File: config.mk
export PLATFORM = sky130hd
export DESIGN_NAME = sukt_ctrl
export DESIGN_NICKNAME = d
export VERILOG_FILES = /design/src/sorted_unique_key_table_core_defines.svh /design/src/sukt_pkg.sv /design/src/sukt_ctrl.sv
export SDC_FILE = /design/constraint.sdc
export NUM_CORES = 1
export LEC_CHECK = 0
export BUFFER_PORTS_ARGS = -buffer_cell sky130_fd_sc_hd__buf_4
export CAP_MARGIN = 20
export CORE_AREA = 2 2 39 41
export CTS_CLUSTER_DIAMETER = 60
export CTS_CLUSTER_SIZE = 24
export DETAILED_ROUTE_END_ITERATION = 8
export DIE_AREA = 0 0 41 43
export PLACE_DENSITY = 0.69
export SLEW_MARGIN = 40
export SYNTH_ARGS = -nofsm -noshare
export SYNTH_HDL_FRONTEND = slang
export SYNTH_SLANG_ARGS = --single-unit
File: constraint.sdc
create_clock -name clk -period 4.1 [get_ports clk]
set_input_delay 0.615 -clock clk [delete_from_list [all_inputs] [get_ports clk]]
set_output_delay 0.615 -clock clk [all_outputs]
set_load 0.1 [all_outputs]
File: src/sorted_unique_key_table_core_defines.svh
// Assertion helpers shared by the table core. Each expects clk and rst_n in scope.
`ifndef SORTED_UNIQUE_KEY_TABLE_CORE_DEFINES_SVH
`define SORTED_UNIQUE_KEY_TABLE_CORE_DEFINES_SVH

// Same-cycle implication.
`define SUKT_ASSERT_IMPL(lbl, ante, cons) \
  lbl: assert property (@(posedge clk) disable iff (!rst_n) (ante) |-> (cons)) \
    else $error("table core property violated");

// Next-cycle implication.
`define SUKT_ASSERT_NEXT(lbl, ante, cons) \
  lbl: assert property (@(posedge clk) disable iff (!rst_n) (ante) |=> (cons)) \
    else $error("table core property violated");

`endif

File: src/sukt_pkg.sv
`default_nettype none
package sukt_pkg;

  localparam int CAP   = 16;
  localparam int CNT_W = $clog2(CAP + 1);
  localparam int IDX_W = $clog2(CAP);

  localparam logic [1:0] CMD_INSERT = 2'd0;
  localparam logic [1:0] CMD_DELETE = 2'd1;
  localparam logic [1:0] CMD_LIST   = 2'd2;

  localparam logic [2:0] ST_DONE     = 3'd0;
  localparam logic [2:0] ST_DUP      = 3'd1;
  localparam logic [2:0] ST_FULL     = 3'd2;
  localparam logic [2:0] ST_NOTFOUND = 3'd3;
  localparam logic [2:0] ST_EMPTY    = 3'd4;
  localparam logic [2:0] ST_LISTED   = 3'd5;

  typedef enum logic [2:0] {
    OP_NONE,
    OP_INSERT,
    OP_DELETE,
    OP_EMPTY,
    OP_LIST
  } op_t;

  typedef struct packed {
    logic [1:0]         command;
    logic signed [31:0] key;
    logic [63:0]        name_w0;
    logic [63:0]        name_w1;
    logic [63:0]        name_w2;
    logic [47:0]        name_w3;
  } in_item_t;

  typedef struct packed {
    logic [2:0]         status;
    logic signed [31:0] rec_key;
    logic [63:0]        rec_w0;
    logic [63:0]        rec_w1;
    logic [63:0]        rec_w2;
    logic [47:0]        rec_w3;
    logic               last;
  } out_item_t;

  typedef struct packed {
    logic [47:0] w3;
    logic [63:0] w2;
    logic [63:0] w1;
    logic [63:0] w0;
  } name_t;

  typedef struct packed {
    op_t              op;
    logic [IDX_W-1:0] list_idx;
    logic             list_last;
  } dp_cmd_t;

  typedef struct packed {
    logic [CNT_W-1:0] count;
  } dp_status_t;

endpackage
`default_nettype wire

File: src/sukt_ctrl.sv
`default_nettype none
module sukt_ctrl import sukt_pkg::*; (
  input  wire logic       clk,
  input  wire logic       rst_n,
  input  wire logic       start,
  input  wire logic [1:0] command,
  input  wire dp_status_t dp_status,
  output dp_cmd_t         dp_cmd,
  output logic            busy
);

  localparam logic S_IDLE = 1'b0;
  localparam logic S_LIST = 1'b1;

  logic             state_r, state_nxt;
  logic [IDX_W-1:0] idx_r, idx_nxt;
  logic             idx_last;

  assign idx_last = (CNT_W'(idx_r) + CNT_W'(1)) == dp_status.count;
  assign busy     = (state_r == S_LIST);

  always_comb begin
    state_nxt        = state_r;
    idx_nxt          = idx_r;
    dp_cmd.op        = OP_NONE;
    dp_cmd.list_idx  = idx_r;
    dp_cmd.list_last = 1'b0;
    unique case (state_r)
      S_IDLE: begin
        if (start) begin
          unique case (command)
            CMD_INSERT: dp_cmd.op = OP_INSERT;
            CMD_DELETE: dp_cmd.op = OP_DELETE;
            CMD_LIST: begin
              if (dp_status.count == '0) begin
                dp_cmd.op = OP_EMPTY;
              end else begin
                // emit record 0 right away, walk the rest in S_LIST
                dp_cmd.op        = OP_LIST;
                dp_cmd.list_idx  = '0;
                dp_cmd.list_last = (dp_status.count == CNT_W'(1));
                if (dp_status.count != CNT_W'(1)) begin
                  state_nxt = S_LIST;
                  idx_nxt   = IDX_W'(1);
                end
              end
            end
            default: dp_cmd.op = OP_NONE;
          endcase
        end
      end
      S_LIST: begin
        dp_cmd.op        = OP_LIST;
        dp_cmd.list_last = idx_last;
        if (idx_last) begin
          state_nxt = S_IDLE;
        end else begin
          idx_nxt = idx_r + IDX_W'(1);
        end
      end
      default: state_nxt = S_IDLE;
    endcase
  end

  always_ff @(posedge clk) begin
    if (!rst_n) begin
      state_r <= S_IDLE;
      idx_r   <= '0;
    end else begin
      state_r <= state_nxt;
      idx_r   <= idx_nxt;
    end
  end

endmodule
`default_nettype wire

==> results.txt, run 1 <==
The power per unit of standard cell area is 257 nW/um^2. In this run the tool buffered the top-level ports with 18 buffer cells. Once layout is complete, the cells apart from fillers number 97. Hold is met by 0.491 ns. The portion of the clock cycle consumed by the worst path in the final layout came out at 0.649. When the netlist entered floorplanning its net count stood at just over 70.

After the last flow step, the layout net total stands at between 90 and 100. The final non-filler cell area came out at 654 um^2. The cts-stage hold buffer count is 0. The number of maximum-capacitance constraint violations came out at 0. Synthesis instantiated 32 different standard cells from the library. The total vias in the final route came out at between 500 and 600. The area share of the largest cell type after synthesis is 0.211. The number of setup buffers added after CTS is 0. The depth of the worst register-to-register path is 6.

After routing, the total negative slack on setup checks comes to 0 ns. The aggregate global-route resource usage is 0.140. The remaining number of nets flagged by the antenna check after routing is 0.

The clock reaches the later pin of the worst-skew pair after 0.24 ns. The maximum clock frequency came out at 0.376 GHz. In this run the worst setup path begins at idx_r[0].

The via count of the first global-routing pass is about 440. The fraction of layout instances using a drive strength above 1 is 0.321. The global-route wire length before repair came out at around 1.7 mm.

After detailed routing, the average wire length per cell comes to 11.9 um. In this run the tightest slew margin relative to its limit is 0.714. The number of setup violations in the final report came out at 0.

The core area came out at 1380 um^2. Setup repair after global routing left no endpoint under its margin. The static power due to leakage is 0.282 nW. The count of buffering cells on the critical path with inverters included is 1.

The tree is rooted in a clkbuf_4. The commonest cells after synthesis are 6 x nand2_1, 5 x dfxtp_1, 5 x nor2_1, 5 x nor2b_1. The worst register-to-register path ends at idx_r[0].

The total number of H-tree levels is 1. The initial antenna violation count is 0. Overall power consumption after layout is estimated at 168 uW. The filler cells instantiated in the layout total between 100 and 150. Subtracting the final worst setup slack from the clock period gives 2.66 ns. The routability-driven placement congestion ratio came out at 0.699. The number of DRC violations after detailed-routing iteration 0 is 9. The first TritonRoute pass finished after 3 iterations. The most frequently used flop master after synthesis is dfxtp_1. The pin count of the biggest net entering global routing came out at 13. The final count of pins violating max slew came out at 0. The number of antenna diodes came out at 0. The final clock skew came out at between 0.001 and 0.0015 ns. After synthesis, the cell types taking the most area are dfxtp_1 21%, nor2b_1 6.6%, xnor2_1 5.5%. The worst setup path is of the reg2out kind. The critical path launch point type is a register. The clock sink count came out at 5.

The clock input transition at the sequential cells of the worst setup and hold paths came out at 0.04 ns. The floorplan step set the die width to 41 um. In this run the worst hold path is classified as reg2reg. The critical path goes through ha_1, nor3b_1, o21ai_0, a211o_4, o41ai_2, buf_4.

The post-synthesis instance area came out at 474 um^2. The number of instances in the placed design is 93. The instance area after placement came out at 628 um^2. STA classifies the critical path endpoint as an output port. STA puts the critical path data required time at 3.48 ns. The area growth from synthesis to layout is 38.0%. The total wirelength of the detailed-routed design came out at 1.16 mm. Each instance of the synthesized netlist takes up on average slightly below 8 um^2. The number of buffers created by CTS is 3. The run finished with clean final reports. After global routing the overflow that remains totals 0.

The end-of-flow core utilization came out at 0.473. The post-synthesis instance total came out at 61. The proportion of synthesized chip area in sequential cells came out at 0.211. The worst register-to-register path begins at idx_r[0]. The capture point of the critical path is dp_cmd[0]. In this design, the largest share of critical-path delay is due to compound AO/OA/AOI/OAI gates. The number of gates resized after cts is 0. The worst path arrival time came out at 2.05 ns. The flop-to-flop setup slack is 2.24 ns.

The highest fanout seen on the critical path is 6. The count of final hold-check violations is 0. The initial utilization of the core area, before any placement, comes to 0.343. The flip-flop and latch count after synthesis is 5. The peak supply drop came out at 0.000168 V. The most instantiated library cell after synthesis is nand2_1. Of all cell types, the one taking the most synthesized area is dfxtp_1.

The CTS tree is done. The full die area came out at 1760 um^2. The number of cell rows came out at 14. The wire-length estimate of the detail-placed layout is just under 900 um. The slew at the pin closest to its max-slew limit is about 0.43 ns. After detailed routing, the number of remaining DRC violations is 0. The number of synthesized flops with an enable pin came out at 0. Counting buffers and inverters, the worst setup path is 6 cells deep. The maximum buffer depth of the clock tree is 2. OpenSTA, run right after detailed placement, puts the worst setup slack at 1.55 ns.

In this run the vertical extent of the chip is 43 um. The slack of the critical path is between 1 and 1.5 ns. The async set-reset flop share out of synthesis came out at 0. The slowest stage of the critical path is the dfxtp_1 cell. The via-per-instance ratio is roughly 5.2. The biggest cell delay along the critical path is 0.42 ns.

The I/O pin count came out at 19. During synthesis, Yosys emitted a total of 0 warnings.
logic make-up after synthesis:
logic type               share of synthesized area
buffers and inverters                       0.0264
AO/OA/AOI/OAI                                0.219
flip-flops                                   0.211
AND/OR/NAND/NOR                              0.425
XOR/XNOR                                    0.0924
adder cells (fa/ha/maj)                     0.0264
report_power, final:
part	internal, mW	total, mW	switching, mW
logic	0.0190	0.0569	0.0380
registers	0.0504	0.0538	0.00342
clock network	0.0368	0.0574	0.0206
worst min path at each step:
stage / startpoint / end / slack (ns) / cells after the start
4_1_cts: idx_r[1] / idx_r[1] / 0.49 / 2
2_1_floorplan: idx_r[1] / idx_r[1] / 0.45 / 2
6_report: idx_r[1] / idx_r[1] / 0.49 / 2
3_3_place_gp: idx_r[1] / idx_r[1] / 0.47 / 2
5_1_grt: idx_r[1] / idx_r[1] / 0.53 / 2
3_5_place_dp: idx_r[1] / idx_r[1] / 0.48 / 2
flip-flops by register name, summed over array words and instances (netlist names):
register and cells:
busy 1, idx_r 4
area by class of cell:
type,instances,area (um^2),share of cell area
repair buffers,18,135,0.207
inverters,1,3.75,0.00574
well taps,16,20.0,0.0306
multi-input cells,53,369,0.564
flip-flops and latches,5,100,0.153
clock buffers,4,26.3,0.0402
metal layers:
| layer | routed length [um] | vias up | GRT usage | share of wire |
|---|---|---|---|---|
| li1 | - | 260 | - | - |
| met1 | 517 | 235 | 0.177 | 0.45 |
| met2 | 542 | 14 | 0.216 | 0.47 |
| met5 | 0 | - | 0 | 0 |
| met4 | 0 | 0 | 0.0800 | 0 |
| met3 | 95 | 0 | 0.0157 | 0.082 |
worst min-delay path, cell delays in order (launching register included):
cell and delay [ns]:
dfxtp_1 0.33, nand2_1 0.07, o21ai_1 0.05
placed cells by master, fill, tap and decap left out:
cell	count
buf_4	18
a211o_4	1
nand3b_1	2
and2_1	3
a21oi_1	1
nand4b_1	1
and4b_1	1
xnor2_1	3
or4_1	1
nor2b_1	5
o21a_4	1
ha_1	1
o21ai_0	1
o211ai_1	2
nand2b_1	1
xor2_1	2
o41ai_2	1
o211a_1	1
inv_1	1
nand4_1	3
nand2_1	6
o21bai_1	1
clkbuf_1	1
nor2_1	5
o21ai_1	1
dfxtp_1	5
nand3_1	3
a22oi_1	1
clkbuf_4	3
a211oi_1	1
nor4_1	1
and2_2	2
nor3b_1	1
Power figures use the tool's default switching activity.
==> run 2, diff against run 1 <==
- PLACE_DENSITY: 0.69 -> 0.71
- clock period: 4.1 -> 2.4 ns (I/O delays scaled with it)
==> run 2 against run 1 <==
Net effect:
- design area grew 6.5%
- critical path depth did not move
- clock power is 76% higher
- worst hold slack got worse by 0.088 ns
- final cell count unchanged
- largest cell class unchanged
==> results.txt, run 2 (same netlist as run 1, synthesis figures left out) <==
The flow ran to the end, and the final reports show no timing, DRC or antenna violations. In the routed design, unresolved DRC markers number 0. Counting the fill cells in the layout gives about 140. The startpoint identified for the worst hold timing path is rst_n. Across the routed clock network, the largest skew measured is 0.00690 ns. The final non-filler cell area came out at 697 um^2.

TritonCTS built the clock tree. The via-per-instance ratio is 5.49. The slew at the pin closest to its max-slew limit is 0.352 ns. The number of buffers created by CTS came out at 3. The filler-free cell count of the finished design came out at 97.

The number of flip-flops in the largest register is 4. Setup violations remaining at the end of the flow were counted as 0. The analysis attributes to net switching a power of 112 uW. The fraction of layout instances using a drive strength above 1 is 0.432.

Ranked by flip-flop count, first place goes to idx_r. The number of maximum-capacitance constraint violations came out at 0. The initial antenna violation count came out at 0. The first TritonRoute pass finished after 4 iterations.

The final count of pins violating max slew came out at 0. The core region is 1380 um^2. Once placement completed, the tool counted placed cells totaling 93. The tree is rooted in a clkbuf_4. The worst slack at placement is 0.260 ns.

Leaving out fill and tap cells, the most frequent cells in the layout are 17 x buf_4, 6 x nand2_1, 5 x nor2b_1, 5 x and2_2, 4 x nor2_1. The total vias in the final route is 533. The die outline height came out at 43 um. The origin of the worst setup path is idx_r[1].

STA classifies the critical path startpoint as a register. The slack of the critical path is approximately 0.12 ns. The die is 41 um wide.

The number of DRC violations after detailed-routing iteration 0 is 16. The post-layout net count came out at 93. The total wirelength of the detailed-routed design is 1.18 mm.

The cts-stage hold buffer count came out at 0. In the final timing run, aggregate negative setup slack is 0 ns. The overall power came out at 296 uW. Pin placement for this block handled 19 I/O pins.

The floorplan has 14 rows. The switching power as a share of total power is 0.378. By startpoint and endpoint, the worst setup path is classified as reg2out. The power per unit of standard cell area is 425 nW/um^2.

The total number of H-tree levels came out at 1. The instance area after placement came out at 663 um^2. The count of final hold-check violations came out at 0.

The power share of the combinational group is 0.347. The static power due to leakage is just over 0.3 nW. The insertion delay to the later sink of the worst-skew pair is about 0.25 ns. Measured on the finished design, the core utilization comes to 0.504. The via count of the first global-routing pass is between 400 and 500. The normalized max-slew margin came out at 0.763.

Of the available clock period, the critical path in the final layout requires 0.950. Based on the critical path, the design can be clocked at up to 0.439 GHz. CTS saw 5 sinks. The post-DP HPWL came out at 928 um. The clock period could shrink to 2.28 ns.

The effective utilization at floorplan came out at 0.343. In this run the critical register-to-register path is launched from idx_r[1]. The highest fanout seen on the critical path is 6. The share of total power in sequential cells is 0.313. Compared with the post-synthesis result, the final layout area differs by 47.0%.

The full die area is 1760 um^2. The maximum buffer depth of the clock tree is 2. During placement, the flow inserted port buffers numbering 18. The total congestion overflow came out at 0. Across every metal layer, demand over resource in global routing totals 0.147. The endpoint required time on the critical path is 2.04 ns. The power share of the clock group came out at 0.340. The remaining number of nets flagged by the antenna check after routing came out at 0. The final hold slack came out at 0.403 ns. The internal power consumption came out at 184 uW.

The library cell used most frequently in the layout, excluding fill and tap cells, is buf_4. The worst hold path belongs to the class in2reg. The global-route wire length before repair is around 1.8 mm. The worst-case IR drop observed on VDD is 0.000269 V. Setup repair after global routing left no endpoint under its margin. The repair_antennas step left the layout with diodes totalling 0. The worst path arrival time came out at 1.92 ns. The congestion estimate from routability-driven global placement came to 0.740. Entering global routing, the biggest net connects 13 pins.

Clock-pin slew was measured on the worst setup and hold paths at 0.05 ns. The critical path capture point type is an output port. The average detailed-routed wire length per instance is ~12 um.
==> run 2: cell counts in the layout (fill, tap and decap cells not counted) <==
No cell type changed its count.
==> run 2: per-layer routing <==
layer / GRT usage / up-vias / share of wire
li1: - / 261 / -
met1: 0.184 / 257 / 0.46
met2: 0.222 / 13 / 0.48
met3: 0.0471 / 2 / 0.048
met4: 0.0600 / 0 / 0.0084
met5: 0 / - / 0
==> run 2: final timing paths <==
check / endpoint / slack, ns / depth (start not counted)
min reg2reg: idx_r[1] / 0.51 / 2
min: idx_r[0] / 0.40 / 2
max: dp_cmd[0] / 0.12 / 6
max reg2reg: idx_r[0] / 0.61 / 6
==> run 2: critical path, cell delays in order (launching register included) <==
cell	delay, ns
dfxtp_1	0.39
ha_2	0.26
nor3b_1	0.18
o21ai_0	0.12
a211o_4	0.38
o41ai_4	0.06
buf_6	0.27
==> run 2: power groups by stage <==
stage | clock [mW] | combinational [mW] | sequential (mW)
6_report | 0.101 | 0.103 | 0.0928
5_1_grt | 0.111 | 0.109 | 0.0934
4_1_cts | 0.102 | 0.103 | 0.0923
3_5_place_dp | 0 | 0.103 | 0.0938
3_3_place_gp | 0 | 0.102 | 0.0935
2_1_floorplan | 0 | 0.0701 | 0.0969
==> run 2: final cells by class <==
class                      count  area (um^2)  area share
sequential                     5          103       0.147
tap                           16         20.0      0.0287
clock buffer                   4         26.3      0.0377
inverter                       1         3.75     0.00539
timing repair buffer          18          139       0.199
multi-input combinational     53          405       0.582
==> run 2: repair_timing <==
action                                  CTS  global route
buffers inserted                          0             0
resized for setup                         1             2
endpoints found under the setup margin    1             1
==> run 3, diff against run 2 <==
- CELL_PAD_IN_SITES_DETAIL_PLACEMENT: not set -> 0
- CELL_PAD_IN_SITES_GLOBAL_PLACEMENT: not set -> 1
- CORE_AREA: 2 2 39 41 -> not set
- CORE_MARGIN: not set -> 1.5
- CORE_UTILIZATION: not set -> 28
- DIE_AREA: 0 0 41 43 -> not set
- PLACE_DENSITY: 0.71 -> 0.77
==> run 3 against run 2 <==
Net effect:
- worst setup slack better by 0.064 ns
- largest cell class unchanged
- wire length down 7.7%
- clock power down 8%
- combinational power about the same
- sequential share of layout area unchanged
- core utilization down 5.2 points
- design area unchanged
- sequential power about the same
- die area up 11%
==> results.txt, run 3 (same netlist as run 1, synthesis figures left out) <==
The initial antenna violation count is 0. TritonCTS created 3 clock buffers. The via count of the first global-routing pass was 417. TritonCTS built the clock tree.

The number of flip-flops in the largest register came out at 4. For this run, the share of the core covered by cells in the final layout is 0.452. CTS built an H-tree with a depth of 1.

The maximum buffer depth of the clock tree is 2. The count of port buffers added during placement is 18. The library cell used most frequently in the layout, excluding fill and tap cells, is buf_4.

The total overflow left after global routing is 0. The post-DP HPWL came out at 871 um. The number of instances in the placed design came out at 93. The critical path capture point type is an output port.

The first global-routing pass estimated 1.79 mm of wire. The cts-stage hold buffer count came out at 0. The clock period minus final worst setup slack is 2.22 ns. The net count of the finished layout is 93.

The congestion estimate from routability-driven global placement came to 0.705. The clock sink count is 5. In this run the horizontal extent of the chip is 44.2 um.

The endpoint required time on the critical path is a little over 2 ns. The area growth from synthesis to layout is 47.0%. In this run the vertical extent of the chip is 44.2 um. The top cell types in the final layout, fill and taps aside, are 17 x buf_4, 6 x nand2_1, 5 x nor2b_1, 5 x and2_2, 4 x nor2_1. In this run the power density over the cells is around 410 nW/um^2.

The kind of path behind the tightest hold check is in2reg. The highest fanout seen on the critical path is 6. The number of setup buffers added after CTS is 0. The final count of pins violating max slew is 0.

The count of final hold-check violations is 0. Setup violations remaining at the end of the flow were counted as 0. The final clock skew is 0.00212 ns.

The pin count of the biggest net entering global routing is 13. Setup repair after global routing left no endpoint under its margin. Once detail routing completed, the nets flagged for antenna violations numbered 0. OpenSTA, run right after detailed placement, puts the worst setup slack at between 0.2 and 0.3 ns. The slack of the critical path came out at 0.185 ns. The root buffer cell chosen for the clock tree is clkbuf_4. The DRC violation count after routing is 0. STA classifies the critical path startpoint as a register. The core area is 1540 um^2. The number of cell rows is 14. The flow ran to the end, and the final reports show no timing, DRC or antenna violations. The first-pass iteration count of the detailed router came out at 2. The slew at the pin closest to its max-slew limit came out at about 0.36 ns. The effective utilization at floorplan came out at 0.308. The fraction of layout instances using a drive strength above 1 is 0.432. The kind of critical path is reg2out. The I/O pin count came out at 19.

Ranked by flip-flop count, first place goes to idx_r. The full die area is 1950 um^2. The number of DRC violations after detailed-routing iteration 0 is 4. The setup total negative slack is 0 ns. Dividing the final minimum period by the clock period gives 0.923. The filler-free cell count of the finished design is 97. The total vias in the final route is 494.

In this run the static leakage power is 0.302 nW. The average detailed-routed wire length per instance is 11.3 um. The number of antenna diodes came out at 0.

Measured against its own limit, the worst slew margin works out to 0.760. The insertion delay to the later sink of the worst-skew pair is around 0.24 ns. The via-per-instance ratio came out at about 5.1. The total wirelength of the detailed-routed design came out at 1.09 mm. Across every metal layer, demand over resource in global routing totals 0.124. The maximum clock frequency is 0.451 GHz.

The peak supply drop is between 0.0002 and 0.0003 V. Clock-pin slew was measured on the worst setup and hold paths at ~0.04 ns. The number of fill cells in the layout is 165. At the worst endpoint, the arrival time is 1.86 ns. Across the run, the number of max-cap violations was 0.
[run 3: where the power goes]
part	internal, mW	switching, mW
registers	0.0868	0.00604
clock network	0.0626	0.0307
logic	0.0347	0.0679
total	0.184	0.105
[run 3: metrics by stage]
step | hold slack, ns | instance area [um^2] | power, mW
6_report | 0.422 | 697 | 0.289
5_1_grt | 0.415 | 697 | 0.305
4_1_cts | 0.419 | 693 | 0.294
3_5_place_dp | 0.485 | 663 | 0.197
3_3_place_gp | 0.482 | 663 | 0.197
2_1_floorplan | 0.454 | 517 | 0.167
[run 3: worst paths after layout]
kind,from,cells after the start,slack (ns),end
max reg2reg,idx_r[1],6,0.65,idx_r[0]
max,idx_r[1],6,0.18,dp_cmd[0]
min reg2reg,idx_r[1],2,0.50,idx_r[1]
min,rst_n,2,0.42,idx_r[0]
[run 3: area by class of cell]
cell class	instances	area [um^2]	share of cell area
sequential	5	103	0.147
tap	16	20.0	0.0287
inverter	1	3.75	0.00539
multi-input combinational	53	405	0.582
clock buffer	4	26.3	0.0377
timing repair buffer	18	139	0.199
[run 3: critical path, stage by stage, from the launching register on]
cell and delay [ns]:
dfxtp_1 0.37, ha_2 0.24, nor3b_1 0.18, o21ai_0 0.12, a211o_4 0.38, o41ai_4 0.06
buf_6 0.27
[run 3: routing by layer]
metal,wire length (um),GRT usage,up-vias
met5,0,0,-
met1,539,0.176,220
met4,10,0.0909,0
li1,-,-,263
met3,45,0.0122,2
met2,497,0.171,9
[run 3: repair_timing]
action                                  CTS  global route
cloned                                    0             0
endpoints found under the setup margin    1             1
resized for setup                         1             2
